<file path="src/rwws_pkg.sv">
// Shared types, constants and helper functions of the repeated word window scanner.
// No dependencies; every other file of the block imports this package.
package rwws_pkg;

    localparam int WINDOW_MAX_DEF    = 64;
    localparam int POSITION_BITS_DEF = 40;

    localparam int WORD_BITS      = 64;
    localparam int OFFSET_BITS    = 40;
    localparam int COUNT_BITS     = 7;
    localparam int SIZE_BITS      = 2;
    localparam int WINDOW_BITS    = 7;
    localparam int CFG_INDEX_BITS = 3;
    localparam int GROUP_SIZE     = 8;
    localparam int GROUP_BITS     = 4;

    // configuration register indexes
    localparam logic [CFG_INDEX_BITS-1:0] CFG_WORD_SIZE  = 3'd0;
    localparam logic [CFG_INDEX_BITS-1:0] CFG_WINDOW     = 3'd1;
    localparam logic [CFG_INDEX_BITS-1:0] CFG_MATCHES    = 3'd2;
    localparam logic [CFG_INDEX_BITS-1:0] CFG_RANGE_EN   = 3'd3;
    localparam logic [CFG_INDEX_BITS-1:0] CFG_RANGE_LOW  = 3'd4;
    localparam logic [CFG_INDEX_BITS-1:0] CFG_RANGE_HIGH = 3'd5;

    // word size codes; any other code means eight bytes
    localparam logic [SIZE_BITS-1:0] SIZE_2B = 2'd0;
    localparam logic [SIZE_BITS-1:0] SIZE_4B = 2'd1;
    localparam logic [SIZE_BITS-1:0] SIZE_8B = 2'd2;

    typedef enum logic [2:0] {
        ST_IDLE,
        ST_CAND,
        ST_CMP,
        ST_START,
        ST_WAIT,
        ST_DONE
    } t_state;

    typedef struct packed {
        logic shift;
        logic cmp;
        logic follow;
    } t_cell_ctl;

    typedef struct packed {
        logic start;
        logic extra;
    } t_cnt_ctl;

    function automatic logic [WORD_BITS-1:0] size_mask(input logic [SIZE_BITS-1:0] code);
        logic [WORD_BITS-1:0] m;
        case (code)
            SIZE_2B: m = 64'h0000_0000_0000_FFFF;
            SIZE_4B: m = 64'h0000_0000_FFFF_FFFF;
            SIZE_8B: m = '1;
            default: m = '1;
        endcase
        return m;
    endfunction

    // log2 of the word size in bytes
    function automatic logic [1:0] size_shift(input logic [SIZE_BITS-1:0] code);
        logic [1:0] s;
        case (code)
            SIZE_2B: s = 2'd1;
            SIZE_4B: s = 2'd2;
            SIZE_8B: s = 2'd3;
            default: s = 2'd3;
        endcase
        return s;
    endfunction

endpackage

</file>
<file path="src/rwws_cell.sv">
// One cell of the window shift line: holds one stored word and compares it
// against the broadcast candidate. Depends on rwws_pkg.
module rwws_cell import rwws_pkg::*; (
    input  logic                 i_clk,
    input  t_cell_ctl            i_ctl,
    input  logic [WORD_BITS-1:0] i_word,
    input  logic [WORD_BITS-1:0] i_cand,
    output logic [WORD_BITS-1:0] o_word,
    output logic                 o_eq
);

    logic [WORD_BITS-1:0] r_word;
    logic                 r_eq;

    always_ff @(posedge i_clk) begin
        if (i_ctl.shift) begin
            r_word <= i_word;
        end
        if (i_ctl.cmp) begin
            r_eq <= i_ctl.follow && (r_word == i_cand);
        end
    end

    assign o_word = r_word;
    assign o_eq   = r_eq;

endmodule

</file>
<file path="config.mk">
export PLATFORM = sky130hd
export DESIGN_NAME = rwws_cell
export DESIGN_NICKNAME = d
export VERILOG_FILES = /design/src/rwws_pkg.sv /design/src/rwws_cell.sv
export SDC_FILE = /design/constraint.sdc
export NUM_CORES = 1
export LEC_CHECK = 0
export BUFFER_PORTS_ARGS = -buffer_cell sky130_fd_sc_hd__buf_2
export CAP_MARGIN = 20
export CORE_ASPECT_RATIO = 1.4
export CORE_MARGIN = 4
export CORE_UTILIZATION = 40
export DETAILED_ROUTE_END_ITERATION = 7
export PLACE_DENSITY = 0.85
export SLEW_MARGIN = 10
export SYNTH_ARGS = -nofsm -noshare
export SYNTH_HDL_FRONTEND = slang
export SYNTH_SLANG_ARGS = --single-unit
</file>
<file path="constraint.sdc">
create_clock -name i_clk -period 1.7 [get_ports i_clk]
set_input_delay 0.085 -clock i_clk [delete_from_list [all_inputs] [get_ports i_clk]]
set_output_delay 0.085 -clock i_clk [all_outputs]
set_load 0.01 [all_outputs]
</file>
==> flow_summary.json <==
{
  "holdWs_ns": 0.216,
  "p_leak_nw": 2.06,
  "maxCapViolations": 0,
  "worstPathMaxFanout": 2,
  "grt_pass1_wl_mm": 13.3,
  "start_util": 0.409,
  "first_pass_iters": 4,
  "fmax_mhz": 627,
  "final_common_cell": "buf_2",
  "irDropWorstVdd_mv": 0.601,
  "worstSetupPathType": "reg -> reg",
  "yosysSeqAreaShare": 0.727,
  "num_vias": 2455,
  "crit_path_end_kind": "flip-flop",
  "wl_per_cell_um": 16.6,
  "skew_ns": 0.00518,
  "coreArea_mm2": 0.00657,
  "holdCritPathClass": "in -> reg",
  "clock-sinks": 65,
  "whs_path_depth": 4,
  "r2r-end": "o_eq",
  "reg2regPathDepth": 4,
  "cts_max_path_buffers": 2,
  "finalCriticalPeriod_ns": 1.59,
  "outcome": "finished, final reports clean",
  "portBuffers": 196,
  "start_kind": "flip-flop",
  "slowest_delay_ns": 0.42,
  "ant_nets": 0,
  "synth.avg_cell_area_um2": 16.4,
  "insertion_delay_ns": 0.33,
  "r2r_start": "o_word[63]",
  "synth_nets": 296,
  "nNetsFinal": 571,
  "synth.distinct_cells": 16,
  "ios": 197,
  "slew_headroom": 0.691,
  "drc": 0,
  "post_dp_cell_area_mm2": 0.00378,
  "antenna_found_initial": 0,
  "mostFrequentLayoutCells": "buf_2, dlygate4sd3_1, edfxtp_1",
  "grt_max_degree": 37,
  "dieArea_mm2": 0.00810,
  "crit_buf_inv": 0,
  "syn-cell-area_mm2": 0.00268,
  "hold_viol_final": 0,
  "setup_viol": 0,
  "htree_levels": 3,
  "totalWireLength_mm": 8.58,
  "area_growth_syn_to_layout_pct": 73.0,
  "grt.overflow.total": 0,
  "layout-drive-gt1-share": 0.493,
  "fill_cells": 451,
  "yosysWarnings": 0,
  "reg2reg_slack_ns": 0.11,
  "worstPathRequired_ns": 1.87,
  "maxSlewViolCount": 0,
  "grtUsageTotal": 0.214,
  "min_to": "o_eq",
  "dp_hpwl_mm": 6.24,
  "critPathTopFamily": "simple AND/OR/NAND/NOR gates",
  "rows": 35,
  "drt_iter0_markers": 106,
  "num_antenna_cells": 0,
  "viasPerCell": 4.74,
  "clk_pin_slew_worst_paths_ns": 0.07,
  "stdcell_area_mm2": 0.00464,
  "die_w_um": 77.2,
  "grt_setup_unrepaired": "yes",
  "routabilityCongestion": 0.823,
  "post-route-util": 0.707,
  "die_h_um": 105,
  "hp-start": "i_cand[55]",
  "fin_crit_sh": 0.937,
  "worstPathCellList": "xor2_1 -> nor4_1 -> nand4_1 -> nor4_2",
  "critPathSlowestCell": "edfxtp_1",
  "grt_pass1_vias": 2743,
  "synthCells": 164,
  "powerDensity_mw_per_mm2": 850,
  "cts_setup_buffers": 0,
  "cts_tree": "done",
  "root_buffer": "clkbuf_8",
  "worst_ep_arrival_time_ns": 1.76,
  "cts_buffers": 9,
  "ys_ff_latch": 65,
  "tightest_slew_ns": 0.463
}
## repair_timing
action / in CTS / in global routing
setup endpoints to repair: 0 / 1
endpoints found under the hold margin: 65 / 0
gates resized for setup: 0 / 4
hold buffers: 65 / 0
## layer usage
metal	wire [um]	up-vias	global-route usage
li1	-	1168	-
met1	2970	1130	0.225
met2	4700	135	0.391
met3	703	22	0.0603
met4	206	0	0.0903
met5	0	-	0
## layout make-up
class                      count  area [um2]  area share
inverter                      14        52.6      0.0113
sequential                    65        1950       0.420
clock inverter                 7        61.3      0.0132
clock buffer                   9         124      0.0267
timing repair buffer         264        1650       0.356
multi-input combinational     85         706       0.152
tap                           74        92.6      0.0199
## synth_stat cells
| library cell | n | area, um2 |
|---|---|---|
| a22o_1 | 1 | 8.76 |
| o21ai_0 | 1 | 5.00 |
| nor4_1 | 8 | 50.1 |
| a2bb2oi_1 | 1 | 8.76 |
| inv_1 | 14 | 52.6 |
| o22ai_1 | 5 | 31.3 |
| edfxtp_1 | 65 | 1950 |
| a221oi_1 | 3 | 26.3 |
| nor3_1 | 1 | 5.00 |
| nor4_2 | 1 | 12.5 |
| xnor2_1 | 28 | 245 |
| a222oi_1 | 1 | 10.0 |
| nand3_1 | 2 | 10.0 |
| o2bb2ai_1 | 2 | 17.5 |
| xor2_1 | 22 | 193 |
| nand4_1 | 9 | 56.3 |
## where the power goes
part / total (mW) / switching [mW] / internal (mW) / leakage [nW]
Sequential: 2.00 / 0.0850 / 1.91 / 0.636
Clock: 1.25 / 0.589 / 0.661 / 0.0962
Combinational: 0.701 / 0.308 / 0.393 / 1.33
Total: 3.95 / 0.982 / 2.96 / 2.06
## logic make-up after synthesis
kind of cell,count (synthesis),share of synthesized area
DFF,65,0.727
xor gates and xnor gates,50,0.163
and+or+nand+nor,21,0.0499
AOI/OAI and AO/OA,14,0.0401
buffers and inverters,14,0.0196
## worst register-to-register path: cells and delay by family, from the launching register on
family,cells,cell delay [ns]
simple gates,3,0.84
flops,1,0.42
xor+xnor,1,0.16
## per-stage QoR
step                setup WS [ns]  power [mW]   TNS (ns)  instances
global route            -0.000303        4.13  -0.000303        518
detailed placement         0.0747        2.60          0        437
global placement           0.0404        2.57          0        437
finish                      0.106        3.95          0        518
floorplan                   0.310        2.24          0        164
CTS                        0.0491        3.96          0        518
## sequential cells by signal, summed over array words and instances, names as in the netlist
signal  count
o_eq        1
o_word     64
## worst max-delay path by stage
stage | start | depth (start not counted) | end | slack (ns)
after CTS | o_word[51] | 4 | o_eq | 0.05
after floorplan | o_word[11] | 4 | o_eq | 0.31
after global placement | o_word[51] | 4 | o_eq | 0.04
after global routing | o_word[15] | 6 | o_eq | -0.0003
final | o_word[63] | 4 | o_eq | 0.11
after detailed placement | o_word[51] | 4 | o_eq | 0.07
Note: power is estimated with default switching activity, not from simulation.
