===== config.mk =====
export PLATFORM = sky130hd
export DESIGN_NAME = rwws_count
export DESIGN_NICKNAME = d
export VERILOG_FILES = /design/src/rwws_pkg.sv /design/src/rwws_count.sv
export SDC_FILE = /design/constraint.sdc
export NUM_CORES = 1
export LEC_CHECK = 0
export ABC_AREA = 1
export BUFFER_PORTS_ARGS = -buffer_cell sky130_fd_sc_hd__buf_4
export CAP_MARGIN = 10
export CORE_ASPECT_RATIO = 2
export CORE_MARGIN = 4
export CORE_UTILIZATION = 43
export DETAILED_ROUTE_END_ITERATION = 10
export PLACE_DENSITY = 0.63
export SYNTH_ARGS = -nofsm -noshare
export SYNTH_HDL_FRONTEND = slang
export SYNTH_SLANG_ARGS = --single-unit

===== constraint.sdc =====
create_clock -name i_clk -period 5.3 [get_ports i_clk]
set_input_delay 0.53 -clock i_clk [delete_from_list [all_inputs] [get_ports i_clk]]
set_output_delay 0.53 -clock i_clk [all_outputs]
set_load 0.05 [all_outputs]

===== src/rwws_pkg.sv =====
// Shared types, constants and helper functions of the repeated word window scanner.
// No dependencies; every other file of the block imports this package.
package rwws_pkg;

    localparam int WINDOW_MAX_DEF    = 64;
    localparam int POSITION_BITS_DEF = 40;

    localparam int WORD_BITS      = 64;
    localparam int OFFSET_BITS    = 40;
    localparam int COUNT_BITS     = 7;
    localparam int SIZE_BITS      = 2;
    localparam int WINDOW_BITS    = 7;
    localparam int CFG_INDEX_BITS = 3;
    localparam int GROUP_SIZE     = 8;
    localparam int GROUP_BITS     = 4;

    // configuration register indexes
    localparam logic [CFG_INDEX_BITS-1:0] CFG_WORD_SIZE  = 3'd0;
    localparam logic [CFG_INDEX_BITS-1:0] CFG_WINDOW     = 3'd1;
    localparam logic [CFG_INDEX_BITS-1:0] CFG_MATCHES    = 3'd2;
    localparam logic [CFG_INDEX_BITS-1:0] CFG_RANGE_EN   = 3'd3;
    localparam logic [CFG_INDEX_BITS-1:0] CFG_RANGE_LOW  = 3'd4;
    localparam logic [CFG_INDEX_BITS-1:0] CFG_RANGE_HIGH = 3'd5;

    // word size codes; any other code means eight bytes
    localparam logic [SIZE_BITS-1:0] SIZE_2B = 2'd0;
    localparam logic [SIZE_BITS-1:0] SIZE_4B = 2'd1;
    localparam logic [SIZE_BITS-1:0] SIZE_8B = 2'd2;

    typedef enum logic [2:0] {
        ST_IDLE,
        ST_CAND,
        ST_CMP,
        ST_START,
        ST_WAIT,
        ST_DONE
    } t_state;

    typedef struct packed {
        logic shift;
        logic cmp;
        logic follow;
    } t_cell_ctl;

    typedef struct packed {
        logic start;
        logic extra;
    } t_cnt_ctl;

    function automatic logic [WORD_BITS-1:0] size_mask(input logic [SIZE_BITS-1:0] code);
        logic [WORD_BITS-1:0] m;
        case (code)
            SIZE_2B: m = 64'h0000_0000_0000_FFFF;
            SIZE_4B: m = 64'h0000_0000_FFFF_FFFF;
            SIZE_8B: m = '1;
            default: m = '1;
        endcase
        return m;
    endfunction

    // log2 of the word size in bytes
    function automatic logic [1:0] size_shift(input logic [SIZE_BITS-1:0] code);
        logic [1:0] s;
        case (code)
            SIZE_2B: s = 2'd1;
            SIZE_4B: s = 2'd2;
            SIZE_8B: s = 2'd3;
            default: s = 2'd3;
        endcase
        return s;
    endfunction

endpackage


===== src/rwws_count.sv =====
// Equal-bit counter: sums the cells' match bits in groups of eight, then
// accumulates eight groups per cycle. Depends on rwws_pkg.
module rwws_count import rwws_pkg::*; #(
    parameter int WINDOW_MAX = WINDOW_MAX_DEF
) (
    input  logic                                 i_clk,
    input  logic                                 i_rst_n,
    input  t_cnt_ctl                             i_ctl,
    input  logic [WINDOW_MAX-1:0]                i_eq,
    output logic                                 o_done,
    output logic [$clog2(WINDOW_MAX+1)-1:0]      o_total
);

    localparam int CW = $clog2(WINDOW_MAX + 1);
    localparam int NG = (WINDOW_MAX + GROUP_SIZE - 1) / GROUP_SIZE;
    localparam int NA = (NG + GROUP_SIZE - 1) / GROUP_SIZE;
    localparam int AW = (NA > 1) ? $clog2(NA) : 1;

    logic [GROUP_BITS-1:0] r_grp [NG];
    logic [GROUP_BITS-1:0] n_grp [NG];
    logic [CW-1:0]         r_acc;
    logic [CW-1:0]         step_sum;
    logic [AW-1:0]         r_left;
    logic                  r_busy;
    logic                  r_done;

    // group popcounts of the incoming match bits
    always_comb begin
        for (int g = 0; g < NG; g++) begin
            n_grp[g] = '0;
            for (int b = 0; b < GROUP_SIZE; b++) begin
                if (g * GROUP_SIZE + b < WINDOW_MAX) begin
                    n_grp[g] = n_grp[g] + GROUP_BITS'(i_eq[g * GROUP_SIZE + b]);
                end
            end
        end
    end

    // sum of the lowest eight groups
    always_comb begin
        step_sum = '0;
        for (int j = 0; j < GROUP_SIZE; j++) begin
            if (j < NG) begin
                step_sum = step_sum + CW'(r_grp[j]);
            end
        end
    end

    always_ff @(posedge i_clk) begin
        if (i_ctl.start) begin
            for (int g = 0; g < NG; g++) begin
                r_grp[g] <= n_grp[g];
            end
            r_acc  <= CW'(i_ctl.extra);
            r_left <= AW'(NA - 1);
        end else if (r_busy) begin
            // advance the groups down by eight
            for (int g = 0; g < NG; g++) begin
                r_grp[g] <= (g + GROUP_SIZE < NG) ? r_grp[(g + GROUP_SIZE) % NG] : '0;
            end
            r_acc  <= r_acc + step_sum;
            r_left <= r_left - AW'(1);
        end
    end

    always_ff @(posedge i_clk) begin
        if (!i_rst_n) begin
            r_busy <= 1'b0;
            r_done <= 1'b0;
        end else begin
            r_done <= 1'b0;
            if (i_ctl.start) begin
                r_busy <= 1'b1;
            end else if (r_busy && r_left == '0) begin
                r_busy <= 1'b0;
                r_done <= 1'b1;
            end
        end
    end

    assign o_done  = r_done;
    assign o_total = r_acc;

endmodule


==> results.cfg <==
[timing]
period_minus_slack_ns = 3.659
timing.fmax_mhz = 273.3
slew_violations = 0
worst_slew_pin_slew_ns = 0.6265
hold_viol_final = 0
rsz0062_at_grt = false
timing.hold.ws_ns = 0.4627
fin_crit_sh = 0.6903
fin_tns_setup_ns = 0
setup_viol_count_final = 0
slew_headroom = 0.5817
finClkSkew_ns = 0.004061

[placed_design]
hpwlAfterDp_um = 5768
gp_congestion = 0.8158
place_inst = 541
portBuffers = 75

[clocking]
cts_resized = 0
clk_pin_slew_worst_paths_ns = 0.06
hold_buffers = 0
root_buffer = clkbuf_16
post_cts_buffers = 0
clk_latency_ns = 0.29
cts_tree = built
h-tree-depth = 2
clockBufferDepth = 2
cts_inserted_buffers = 5
cts_sinks = 42

[finish]
drive_gt1_frac = 0.2062
layout_common_cells = inv_1, buf_4, fa_1
area_growth_pct = 22.61
final_common_cell = inv_1
diodes = 0
nFillCells = 780
final_cell_count_no_fill = 549
layout.nets = 611

[worst_setup_path]
start_kind = register
cp.required_ns = 5.48
crit_arrival_ns = 3.84
endpoint_kind = register
reg2regPathDepth = 14
worstSetupPathType = reg2reg
r2r_start = o_total[3]$_SDFFE_PP0P_
crit_fanout = 3
cp-startpoint = o_total[3]$_SDFFE_PP0P_

[route]
routedWlPerCell_um = 12.26
drc = 0
route.vias.total = 2514
routed_wl_um = 6732
drt_pre_antenna_iters = 4
ant_nets = 0
vias_per_cell = 4.579
drtIter0Drc = 80

[power_and_ir_drop]
p_per_area_nw_per_um2 = 594.1
peakVddDrop_uv = 443.8
p_leak_nw = 2.384

[synth]
yosysWarnings = 0
synth_cells = 372
ys_ff_latch = 42
yosysUniqueCellTypes = 22
syn-cell-area_um2 = 3657
synth_area_leader_cell = fa_1
synth_nets = 533
synth_top_area_frac = 0.3230
synth_area_leaders = fa_1, dfxtp_1, inv_1
syn_area_per_cell_um2 = 9.831
yosysSeqAreaShare = 0.2655

[grt]
antenna_found_initial = 0
grtUsageMet1 = 0.1378
track_usage = 0.1445
overflow = 0
grt_pass1_vias = 2690
grt_pass1_wl_um = 11500
grt_max_degree = 32
gr-usage-met3 = 0.01817
gr-max-usage-layer = met2
met2_usage = 0.2896

[outcome]
outcome = finished clean

[die]
rows = 47
start_util = 0.4411
io_pins = 76
core-area_um2 = 8292
die_area_um2 = 10130
die_y_um = 138.4
die_w_um = 73.21

[min_path]
hp-class = reg2reg
hold_depth = 1
min-delay-start = r_left$_SDFFE_PP0P_

[run]
drv_cap = 0
[layout make-up]
cell class	instances	area, um2	share of cell area
Clock buffer	6	130.1	0.02902
Clock inverter	2	37.54	0.008371
Inverter	131	491.7	0.1097
Multi-Input combinational cell	195	2168	0.4835
Sequential cell	42	970.9	0.2165
Tap cell	98	122.6	0.02734
Timing Repair Buffer	75	563.0	0.1256
[path summary, 6_finish.rpt]
| kind | to | slack [ns] |
|---|---|---|
| worst max-delay path | o_total[6]$_SDFFE_PP0P_ | 1.64 |
| worst min register to register | o_done$_SDFF_PP0_ | 0.46 |
| worst min-delay path | o_done$_SDFF_PP0_ | 0.46 |
| worst max register to register | o_total[6]$_SDFFE_PP0P_ | 1.64 |
[state kept, by name (all words and copies together) (netlist names)]
name     count
r_left       1
o_total      7
r_busy       1
r_grp       32
o_done       1
[per-layer routing]
layer	part of all wire	up-vias
met5	0	-
met4	0.024	0
met3	0.035	14
met2	0.61	50
met1	0.33	1204
li1	-	1246
[worst max-delay path, stage by stage (launching register included)]
cell and delay [ns]:
dfxtp_1 0.34, inv_1 0.08, fa_1 0.53, inv_1 0.06, fa_1 0.51, fa_1 0.56
inv_1 0.06, fa_1 0.52, fa_1 0.43, inv_1 0.10, nand3_1 0.07, nand2_1 0.09
nand3_1 0.08, nand3_1 0.08, nand2_1 0.05
[metrics by stage]
stage	setup slack, ns	util	cell area, um2	total power [mW]
3_5_place_dp	1.642	0.5206	4317	2.348
6_report	1.641	0.5408	4484	2.664
5_1_grt	1.456	0.5408	4484	3.033
2_1_floorplan	1.409	-	3657	1.848
3_3_place_gp	1.722	0.5206	4317	2.285
4_1_cts	1.644	0.5408	4484	2.722
[where the power goes]
group / internal, mW / total, mW / switching [mW]
clock network: 0.224 / 0.345 / 0.121
registers: 0.424 / 0.462 / 0.0381
logic: 0.804 / 1.86 / 1.05
total: 1.45 / 2.66 / 1.21
[kinds of logic after synthesis]
group	synth area share
flops	0.2655
buf+inv	0.1416
fa+ha+maj	0.4393
xor+xnor	0.01916
compound gates	0.07014
simple gates	0.06432
[cells in the mapped netlist]
cell	count
xnor2_1	5
a22o_1	3
inv_1	129
xor2_1	3
nand2_1	38
buf_2	3
nor3_1	1
o21ai_0	10
o22ai_2	6
inv_2	2
dfxtp_1	29
fa_1	59
nand3b_1	1
nor2_4	2
o22ai_1	6
ha_1	34
nor2_1	10
nand3_1	4
edfxtp_1	13
a21oi_1	12
o21a_1	1
buf_6	1
No activity file was read; power rests on OpenSTA's default activity.
